--- config.mk ---
export PLATFORM = sky130hd
export DESIGN_NAME = waveform_bin_min_max_rms_core
export DESIGN_NICKNAME = d
export VERILOG_FILES = /design/src/hdl/wbmmr_pkg.sv /design/src/hdl/wbmmr_datapath.sv /design/src/hdl/wbmmr_ctrl.sv /design/src/hdl/waveform_bin_min_max_rms_core.sv
export SDC_FILE = /design/constraint.sdc
export NUM_CORES = 1
export LEC_CHECK = 0
export BUFFER_PORTS_ARGS = -buffer_cell sky130_fd_sc_hd__buf_4
export CAP_MARGIN = 15
export CORE_MARGIN = 5
export CORE_UTILIZATION = 60
export CTS_BUF_LIST = sky130_fd_sc_hd__clkbuf_16
export DETAILED_ROUTE_END_ITERATION = 6
export PLACE_DENSITY = 0.73
export SETUP_SLACK_MARGIN = 0.1
export SYNTH_ARGS = -nofsm -noshare
export SYNTH_HDL_FRONTEND = slang
export SYNTH_SLANG_ARGS = --single-unit
--- constraint.sdc ---
create_clock -name aclk -period 24.8 [get_ports aclk]
set_clock_uncertainty 0.15 [all_clocks]
set_input_delay 2.48 -clock aclk [delete_from_list [all_inputs] [get_ports aclk]]
set_output_delay 2.48 -clock aclk [all_outputs]
set_load 0.05 [all_outputs]
--- src/hdl/wbmmr_pkg.sv ---
// Shared types and constants for the waveform bin min/max/rms block.
// No dependencies; imported by every other file of the block.
`timescale 1ns / 1ps
`default_nettype none

package wbmmr_pkg;

    localparam int SAMPLE_BITS = 16;
    localparam int MAX_BIN     = 65536;
    localparam int LEN_BITS    = 17;
    localparam int SUM_BITS    = 47;
    localparam int SQ_BITS     = 2 * SAMPLE_BITS - 1;
    localparam int MEAN_BITS   = 2 * SAMPLE_BITS - 1;
    localparam int ROOT_BITS   = SAMPLE_BITS;
    localparam int RAD_BITS    = 2 * ROOT_BITS;
    localparam int RREM_BITS   = ROOT_BITS + 2;

    // one quotient bit per step, one root bit per step
    localparam int DIV_STEPS   = SUM_BITS;
    localparam int ROOT_STEPS  = ROOT_BITS;
    localparam int CNT_BITS    = $clog2(DIV_STEPS);

    typedef struct packed {
        logic signed [SAMPLE_BITS-1:0] sample;
        logic                          last_in_bin;
    } in_t;

    typedef struct packed {
        logic signed [SAMPLE_BITS-1:0] bin_min;
        logic signed [SAMPLE_BITS-1:0] bin_max;
        logic [ROOT_BITS-1:0]          bin_rms;
        logic [LEN_BITS-1:0]           bin_length;
    } out_t;

    typedef enum logic [2:0] {
        ST_IDLE,
        ST_DIVIDE,
        ST_ROOT_LOAD,
        ST_ROOT,
        ST_DONE
    } state_t;

    typedef struct packed {
        logic accept;
        logic div_step;
        logic root_load;
        logic root_step;
        logic load_out;
    } cmd_t;

    typedef struct packed {
        logic close;
        logic out_free;
    } status_t;

endpackage

`default_nettype wire

--- src/hdl/wbmmr_datapath.sv ---
// Datapath: bin accumulators, restoring divider, digit-by-digit square root
// and the result register. Depends on wbmmr_pkg; driven by wbmmr_ctrl.
`timescale 1ns / 1ps
`default_nettype none

module wbmmr_datapath
    import wbmmr_pkg::*;
(
    input  wire logic    aclk,
    input  wire logic    aresetn,
    input  wire in_t     s_data,
    input  wire cmd_t    cmd,
    output status_t      status,
    output logic         m_valid,
    input  wire logic    m_ready,
    output out_t         m_data
);

    // running bin state
    logic signed [SAMPLE_BITS-1:0] min_reg, min_next;
    logic signed [SAMPLE_BITS-1:0] max_reg, max_next;
    logic [SUM_BITS-1:0]           sum_reg, sum_next;
    logic [LEN_BITS-1:0]           tally_reg, tally_next;

    // closed-bin snapshot
    logic signed [SAMPLE_BITS-1:0] res_min_reg;
    logic signed [SAMPLE_BITS-1:0] res_max_reg;
    logic [LEN_BITS-1:0]           den_reg;

    // divider
    logic [SUM_BITS-1:0]           quo_reg;
    logic [LEN_BITS-1:0]           rem_reg;
    logic [LEN_BITS:0]             rem_sh;
    logic                          div_ge;

    // square root
    logic [RAD_BITS-1:0]           rad_reg;
    logic [ROOT_BITS-1:0]          root_reg;
    logic [RREM_BITS-1:0]          rrem_reg;
    logic [RREM_BITS+1:0]          rrem_sh;
    logic [RREM_BITS+1:0]          trial;
    logic                          root_ge;

    logic                          m_valid_reg;
    out_t                          m_data_reg;

    logic signed [2*SAMPLE_BITS-1:0] prod;
    logic [SQ_BITS-1:0]              sq;
    logic                            bin_open;

    always_comb begin
        prod     = s_data.sample * s_data.sample;
        sq       = prod[SQ_BITS-1:0];
        bin_open = (tally_reg != '0);

        min_next = (!bin_open || s_data.sample < min_reg) ? s_data.sample : min_reg;
        max_next = (!bin_open || s_data.sample > max_reg) ? s_data.sample : max_reg;
        sum_next = bin_open ? sum_reg + SUM_BITS'(sq) : SUM_BITS'(sq);
        tally_next = tally_reg + LEN_BITS'(1);

        status.close    = s_data.last_in_bin || (tally_next == LEN_BITS'(MAX_BIN));
        status.out_free = !m_valid_reg || m_ready;

        rem_sh = {rem_reg, quo_reg[SUM_BITS-1]};
        div_ge = (rem_sh >= {1'b0, den_reg});

        rrem_sh = {rrem_reg, rad_reg[RAD_BITS-1 -: 2]};
        trial   = (RREM_BITS+2)'({root_reg, 2'b01});
        root_ge = (rrem_sh >= trial);
    end

    always_ff @(posedge aclk) begin
        if (!aresetn) begin
            min_reg   <= '0;
            max_reg   <= '0;
            sum_reg   <= '0;
            tally_reg <= '0;
        end else if (cmd.accept) begin
            if (status.close) begin
                min_reg   <= '0;
                max_reg   <= '0;
                sum_reg   <= '0;
                tally_reg <= '0;
            end else begin
                min_reg   <= min_next;
                max_reg   <= max_next;
                sum_reg   <= sum_next;
                tally_reg <= tally_next;
            end
        end
    end

    // snapshot, divider and root registers carry payload only
    always_ff @(posedge aclk) begin
        if (cmd.accept && status.close) begin
            res_min_reg <= min_next;
            res_max_reg <= max_next;
            den_reg     <= tally_next;
            quo_reg     <= sum_next;
            rem_reg     <= '0;
        end else if (cmd.div_step) begin
            rem_reg <= div_ge ? LEN_BITS'(rem_sh - {1'b0, den_reg}) : rem_sh[LEN_BITS-1:0];
            quo_reg <= {quo_reg[SUM_BITS-2:0], div_ge};
        end

        if (cmd.root_load) begin
            // mean never exceeds 2^30
            rad_reg  <= RAD_BITS'(quo_reg[MEAN_BITS-1:0]);
            root_reg <= '0;
            rrem_reg <= '0;
        end else if (cmd.root_step) begin
            rad_reg  <= {rad_reg[RAD_BITS-3:0], 2'b00};
            rrem_reg <= root_ge ? RREM_BITS'(rrem_sh - trial) : rrem_sh[RREM_BITS-1:0];
            root_reg <= {root_reg[ROOT_BITS-2:0], root_ge};
        end
    end

    always_ff @(posedge aclk) begin
        if (!aresetn) begin
            m_valid_reg <= 1'b0;
        end else if (cmd.load_out) begin
            m_valid_reg <= 1'b1;
        end else if (m_ready) begin
            m_valid_reg <= 1'b0;
        end
    end

    always_ff @(posedge aclk) begin
        if (cmd.load_out) begin
            m_data_reg.bin_min    <= res_min_reg;
            m_data_reg.bin_max    <= res_max_reg;
            m_data_reg.bin_rms    <= root_reg;
            m_data_reg.bin_length <= den_reg;
        end
    end

    assign m_valid = m_valid_reg;
    assign m_data  = m_data_reg;

    a_close_clears: assert property (@(posedge aclk) disable iff (!aresetn)
        (cmd.accept && status.close) |=> (tally_reg == '0))
        else $error("bin state not cleared after close");

    a_rms_range: assert property (@(posedge aclk) disable iff (!aresetn)
        m_valid_reg |-> (m_data_reg.bin_rms <= ROOT_BITS'(1 << (SAMPLE_BITS-1))))
        else $error("rms out of range");

    a_len_nonzero: assert property (@(posedge aclk) disable iff (!aresetn)
        m_valid_reg |-> (m_data_reg.bin_length != '0))
        else $error("empty bin reported");

endmodule

`default_nettype wire

--- src/hdl/wbmmr_ctrl.sv ---
// Controller: sequences accumulate, divide, root and result hand-off.
// Depends on wbmmr_pkg; drives wbmmr_datapath through cmd_t.
`timescale 1ns / 1ps
`default_nettype none

module wbmmr_ctrl
    import wbmmr_pkg::*;
(
    input  wire logic    aclk,
    input  wire logic    aresetn,
    input  wire logic    s_valid,
    output logic         s_ready,
    input  wire status_t status,
    output cmd_t         cmd
);

    localparam logic [CNT_BITS-1:0] DIV_LAST  = CNT_BITS'(DIV_STEPS - 1);
    localparam logic [CNT_BITS-1:0] ROOT_LAST = CNT_BITS'(ROOT_STEPS - 1);

    state_t               state_reg, state_next;
    logic [CNT_BITS-1:0]  cnt_reg, cnt_next;

    always_ff @(posedge aclk) begin
        if (!aresetn) begin
            state_reg <= ST_IDLE;
            cnt_reg   <= '0;
        end else begin
            state_reg <= state_next;
            cnt_reg   <= cnt_next;
        end
    end

    always_comb begin
        state_next = state_reg;
        cnt_next   = cnt_reg;
        cmd        = '0;
        s_ready    = 1'b0;

        case (state_reg)
            ST_IDLE: begin
                s_ready    = 1'b1;
                cmd.accept = s_valid;
                if (s_valid && status.close) begin
                    state_next = ST_DIVIDE;
                    cnt_next   = '0;
                end
            end
            ST_DIVIDE: begin
                cmd.div_step = 1'b1;
                cnt_next     = cnt_reg + CNT_BITS'(1);
                if (cnt_reg == DIV_LAST) begin
                    state_next = ST_ROOT_LOAD;
                end
            end
            ST_ROOT_LOAD: begin
                cmd.root_load = 1'b1;
                cnt_next      = '0;
                state_next    = ST_ROOT;
            end
            ST_ROOT: begin
                cmd.root_step = 1'b1;
                cnt_next      = cnt_reg + CNT_BITS'(1);
                if (cnt_reg == ROOT_LAST) begin
                    state_next = ST_DONE;
                end
            end
            ST_DONE: begin
                if (status.out_free) begin
                    cmd.load_out = 1'b1;
                    state_next   = ST_IDLE;
                end
            end
            default: begin
                state_next = ST_IDLE;
            end
        endcase
    end

    a_close_to_divide: assert property (@(posedge aclk) disable iff (!aresetn)
        (state_reg == ST_IDLE && s_valid && status.close) |=> (state_reg == ST_DIVIDE))
        else $error("bin close did not start the divider");

    a_divide_length: assert property (@(posedge aclk) disable iff (!aresetn)
        (state_reg == ST_DIVIDE && cnt_reg == DIV_LAST) |=> (state_reg == ST_ROOT_LOAD))
        else $error("divider ran past its step count");

    a_done_to_idle: assert property (@(posedge aclk) disable iff (!aresetn)
        (state_reg == ST_DONE && status.out_free) |=> (state_reg == ST_IDLE))
        else $error("result not handed off");

endmodule

`default_nettype wire

--- src/hdl/waveform_bin_min_max_rms_core.sv ---
// Top level of the waveform bin min/max/rms block.
// Depends on wbmmr_pkg, wbmmr_ctrl and wbmmr_datapath.
//
// Usage:
//  - s_ channel: one Q1.15 sample per transfer with last_in_bin marking the
//    end of a display bin. A bin also closes on its MAX_BIN-th sample.
//  - m_ channel: one transfer per closed bin with min, max, truncated rms
//    and the sample count.
//  - Samples that do not close a bin are taken one per cycle when idle.
//  - A closing sample starts the divide (one quotient bit per step) and
//    the square root (one root bit per step after a load step); s_ready
//    stays low through these and while the result waits to be loaded,
//    and the result reaches m_ as s_ready rises again.
//  - The result sits in an output register: while it waits for m_ready the
//    next bin is accumulated. A second finished bin waits inside until the
//    register frees, with s_ready low.
//  - aresetn (synchronous, active low) empties the open bin and the result
//    register.
`timescale 1ns / 1ps
`default_nettype none

module waveform_bin_min_max_rms_core
    import wbmmr_pkg::*;
(
    input  wire logic aclk,
    input  wire logic aresetn,
    input  wire logic s_valid,
    output logic      s_ready,
    input  wire in_t  s_data,
    output logic      m_valid,
    input  wire logic m_ready,
    output out_t      m_data
);

    cmd_t    cmd;
    status_t status;

    wbmmr_ctrl u_ctrl (
        .aclk    (aclk),
        .aresetn (aresetn),
        .s_valid (s_valid),
        .s_ready (s_ready),
        .status  (status),
        .cmd     (cmd)
    );

    wbmmr_datapath u_datapath (
        .aclk    (aclk),
        .aresetn (aresetn),
        .s_data  (s_data),
        .cmd     (cmd),
        .status  (status),
        .m_valid (m_valid),
        .m_ready (m_ready),
        .m_data  (m_data)
    );

endmodule

`default_nettype wire

; Word-level counts from Yosys, hierarchy flattened
; Cells that the tools add are included.
[classes]
add_sub_neg = 5
n_mul = 1
div = 0
order_cmp = 4
n_eq_ne = 11
shift = 0
n_mux = 29
bitwise = 0
n_reduce_logical = 17
[ops]
columns = operator, n
row1 = $mux W47, 4
row2 = $mux W16, 4
row3 = $mux W31, 2
row4 = $add A47 B31 Y47, 1
row5 = $mux W17, 2
row6 = $mul A16 B16 Y31, 1
row7 = $ge A20 B18 Y1, 1
row8 = $ge A18 B17 Y1, 1
row9 = $mux W18, 1
row10 = $pmux W6 S3, 1
row11 = $sub A18 B18 Y18, 1
row12 = $add A17 B1 Y17 const B, 1
row13 = $eq A17 B17 Y1 const B, 1
row14 = $reduce_bool A17 Y1, 1
row15 = $sub A17 B17 Y17, 1
row16 = $gt A16 B16 Y1, 1
row17 = $lt A16 B16 Y1, 1
row18 = $pmux W3 S5, 1
row19 = $mux W3, 4
row20 = $mux W1, 9
row21 = $add A6 B1 Y6 const B, 1
row22 = $eq A3 B2 Y1 const B, 2
row23 = $eq A6 B4 Y1 const B, 1
row24 = $eq A6 B6 Y1 const B, 1
row25 = 14 further kinds, 23
[word_totals]
reg_bits = 350
latch_bits = 0
ram_bits = 0
mem_bits_ro = 0
memories = 0

; Logic depth before layout (Yosys ltp)
[depth]
ltp_word = 6
mapped_depth = 33
depth_no_buf = 31

; Hierarchy
; A second synthesis with hierarchy kept.
[hier_totals]
cells_unflattened = 2804
area_unflattened_um2 = 27368.7
[modules_own_cells]
columns = module, n_inst, cells_per_inst, area_each_um2, seq_area_each_um2
row1 = wbmmr_datapath, 1, 2739, 26797.0, 8748.4
row2 = wbmmr_ctrl, 1, 65, 571.8, 180.2

; Least setup slack after synthesis
; No wires, ideal clock.
[synth_path]
kind = input port to flip-flop
startpoint = input port s_data[16] in the netlist's numbering
endpoint = register u_datapath.quo_reg[46], data pin
setup_ns = 0.268
arrival_ns = 10.044
required_ns = 24.382
path_slack_ns = 14.338
path_stages = 30
n_path_buf = 4
path_cell_list = clkbuf_1 clkbuf_1 nand2_1 fa_1 fa_1 inv_1 fa_1 fa_1 fa_1 inv_1 fa_1 inv_1 ha_1 clkbuf_1 and3_1 and4_1 a21oi_1 a21oi_1 or2_2 xor2_1 ha_1 clkbuf_1 nand2_1 o21ai_0 o41ai_1 o21a_1 o22a_1 a211oi_1 xnor2_1 o31ai_1
[synth_between]
elab_chain_len = 4
[synth_rtl]
columns = element, line
row1 = from (decl), waveform_bin_min_max_rms_core.sv:29  ; input wire in_t s_data,
row2 = $mul A16 B16 Y31, wbmmr_datapath.sv:52  ; prod = s_data.sample * s_data.sample;
row3 = $add A47 B31 Y47, wbmmr_datapath.sv:58  ; sum_next = bin_open ? sum_reg + SUM_BITS'(sq) : SUM_BITS'(sq);
row4 = $mux W47, wbmmr_datapath.sv:58
row5 = $mux W47, wbmmr_datapath.sv:95  ; if (cmd.accept && status.close) begin
row6 = to (signal assigned), wbmmr_datapath.sv:99  ; quo_reg <= sum_next;
row7 = to (signal assigned), wbmmr_datapath.sv:103  ; quo_reg <= {quo_reg[SUM_BITS-2:0], div_ge};
row8 = to (decl), wbmmr_datapath.sv:31  ; logic [SUM_BITS-1:0] quo_reg;
; Every way passes these cells.
; A chain may end at the register's enable or synchronous reset.

; Final worst setup path
; Ends and elaborated chain as after synthesis.

==> run summary <==
Routability cong. -> 0.941
MaxCap Viol Count -> 0
Final number of setup-violating endpoints -> 0
Worst Tran Pin Value -> 1170 ps
Register area share after synthesis -> 32.4%
Worst setup SP type -> input port
Synth Area in Adders -> 25.3%
Vias in the first global route -> 21600
TritonCTS Buffers -> 40
Slowest cell on the critical path -> fa_1
Unrepaired setup endpoints after global routing -> no
Synth Area in Simple Gates -> 12.4%
CP max FO -> 23
Core Area -> 45400 sq um
Clock Latency Late Sink -> 580 ps
Warnings, synthesis -> 0
Initial core utilization -> 60.7%
Largest net degree at the start of global routing -> 79
Syn Nets -> 3287
Grt ovf -> 0
Detailed Route Iter0 Violations -> 1624
Outcome -> finished, final reports clean
Clock root buffer -> clkbuf_16
I/O Buffers -> 87
CP peak stage delay -> 550 ps
Post-synthesis xor/xnor area fraction -> 3.91%
Placement Rows -> 78
Largest family of logic cells by synthesized area -> adder cells
Vias -> 20600
Layout area overhead -> 8.62%
Detailed-route DRC error count -> 0
Total Routing Usage GR -> 26.3%
Placed cell area -> 28600 sq um
First-pass GRT wire length -> 109 mm
Die width -> 224 um
Fmax -> 0.0937 GHz
Slew HR -> 22.0%
Async S/R FF share, synth -> 0%
Worst hold path type -> reg -> reg
Clk slew on worst S/H paths -> 60 ps
Fin nets -> 3318
Die Area -> 50300 sq um
Core Util, Final -> 66.0%
Compound-Gate Fraction of Synth Area -> 13.5%
Number of post-CTS setup repair buffers -> 0
Avg WL per Cell -> 18.7 um
Fraction of layout cells with a size suffix above 1 -> 8.60%
Leading area contributor after synthesis -> edfxtp_1
Synth Instances -> 2845
Hpwl dp -> 48.1 mm
Worst Path Required -> 25030 ps
Top cell by count, worst path -> fa_1
Synth Flop Type -> edfxtp_1
Synth top area cells -> edfxtp_1 21%, fa_1 17%, dfxtp_1 11%
Final ANT Viol Nets -> 0
Period utilization -> 43.0%
Post-synth design cell area -> 27600 sq um
WS Path Type -> in -> reg
Reg2Reg Depth -> 12
# IOs -> 88
Crit path time final -> 10670 ps
DRT Pass-1 Iters -> 6
DRT Wirelength -> 65.5 mm
Sink Count -> 350
#FFs+latches synth -> 350
Hold Fails Final Rpt -> 0
Fin. max-slew vios -> 0
Via density -> 5.88
Setup_tns -> 0 ps
Synth top area share -> 20.9%
Syn avg cell area -> 9.69 sq um
Distinct cells, synth -> 83
Worst Path Arrival -> 10900 ps
Post-CTS sizing -> 0
N_diodes -> 0
Max reg flops -> 65
Final instance area -> 29900 sq um
H-tree depth -> 2
Die height -> 224 um
Multiplexer area fraction after synthesis -> 4.71%
CTS Buffer Depth -> 3
Hold Path Depth -> 0
CTS tree -> built
Hold_buf cts -> 0
Post-synth EDFFs -> 192
Initial antenna violation count -> 0
Crit end category -> flip-flop
metal layers:
metal  up-vias  wire length (um)  GRT usage [%]
met3       115              3370           3.38
met1     10200             27900           33.9
li1       9779                 -              -
met4         0              1820           8.31
met2       570             32400           46.6
met5         -                 0              0
cells in the final DEF (no fill, tap or decap), drive strengths merged, types with 7 or more instances in the layout:
cell	Yosys	routed
inv	438	449
nand2	279	279
fa	228	228
ha	193	193
edfxtp	192	192
dfxtp	158	158
o21ai	127	127
a21oi	118	118
nor2	117	117
buf	37	104
nand3	77	77
xnor2	76	76
mux2i	64	64
mux2	58	58
and2	53	53
xor2	42	42
clkbuf	78	41
a22o	40	40
nor3	37	37
a31oi	35	35
a21o	30	30
nand4	25	25
and3	24	24
o21a	24	24
or3	23	23
o22ai	21	21
nor2b	19	19
nand2b	19	19
a211oi	19	19
o21bai	19	19
clkinv	3	18
o211ai	17	17
o31ai	13	13
a21boi	11	11
nor4	11	11
and4	11	11
o2111ai	10	10
or2	8	8
a211o	7	7
cells by family after synthesis:
kind of cell | count (synthesis)
AND/OR/NAND/NOR | 715
AO/OA/AOI/OAI | 561
buffers and inverters | 556
adder cells (fa/ha/maj) | 421
flip-flops | 350
multiplexers | 122
XOR/XNOR | 120
cell usage after synthesis, types with 64 or more instances:
library cell,number
nor2_1,117
nand2_1,278
nand3_1,77
ha_1,193
mux2i_1,64
edfxtp_1,192
xnor2_1,76
a21oi_1,118
o21ai_0,125
clkbuf_1,78
fa_1,228
dfxtp_1,158
inv_1,437
path summary, 6_finish.rpt:
| path | startpoint | slack (ps) | endpoint |
|---|---|---|---|
| min reg2reg | u_datapath.res_min_reg[13] | 270 | u_datapath.m_data[62] |
| min | u_datapath.res_min_reg[13] | 270 | u_datapath.m_data[62] |
| max | s_data[16] | 14130 | u_datapath.quo_reg[46] |
| max reg2reg | u_datapath.tally_reg[1] | 19780 | u_datapath.quo_reg[0] |
critical path, delay by kind of cell:
family                     cells  cell delay (ps)
and+or+nand+nor                5             1000
buffers and inverters          6              890
AOI/OAI and AO/OA              8             2220
adders and majority gates      8             3970
xor gates and xnor gates       2              330
stage by stage:
stage / hold slack [ps] / setup slack (ps) / instances
finish: 267 / 14130 / 3507
global route: 282 / 13650 / 3507
CTS: 268 / 14270 / 3507
detailed placement: 255 / 13720 / 3434
global placement: 253 / 13790 / 3434
floorplan: 250 / 14340 / 2845
final cells by class:
cell class	count	area [sq um]
clock buffer	41	1030
clock inverter	32	258
fill	3595	15400
inverter	441	1660
multi-input combinational	1939	16500
sequential	350	8930
tap	600	751
timing repair buffer	104	781
Power is not shown: default switching activity piles up to over one toggle a cycle in this logic, so the estimate is an artifact.
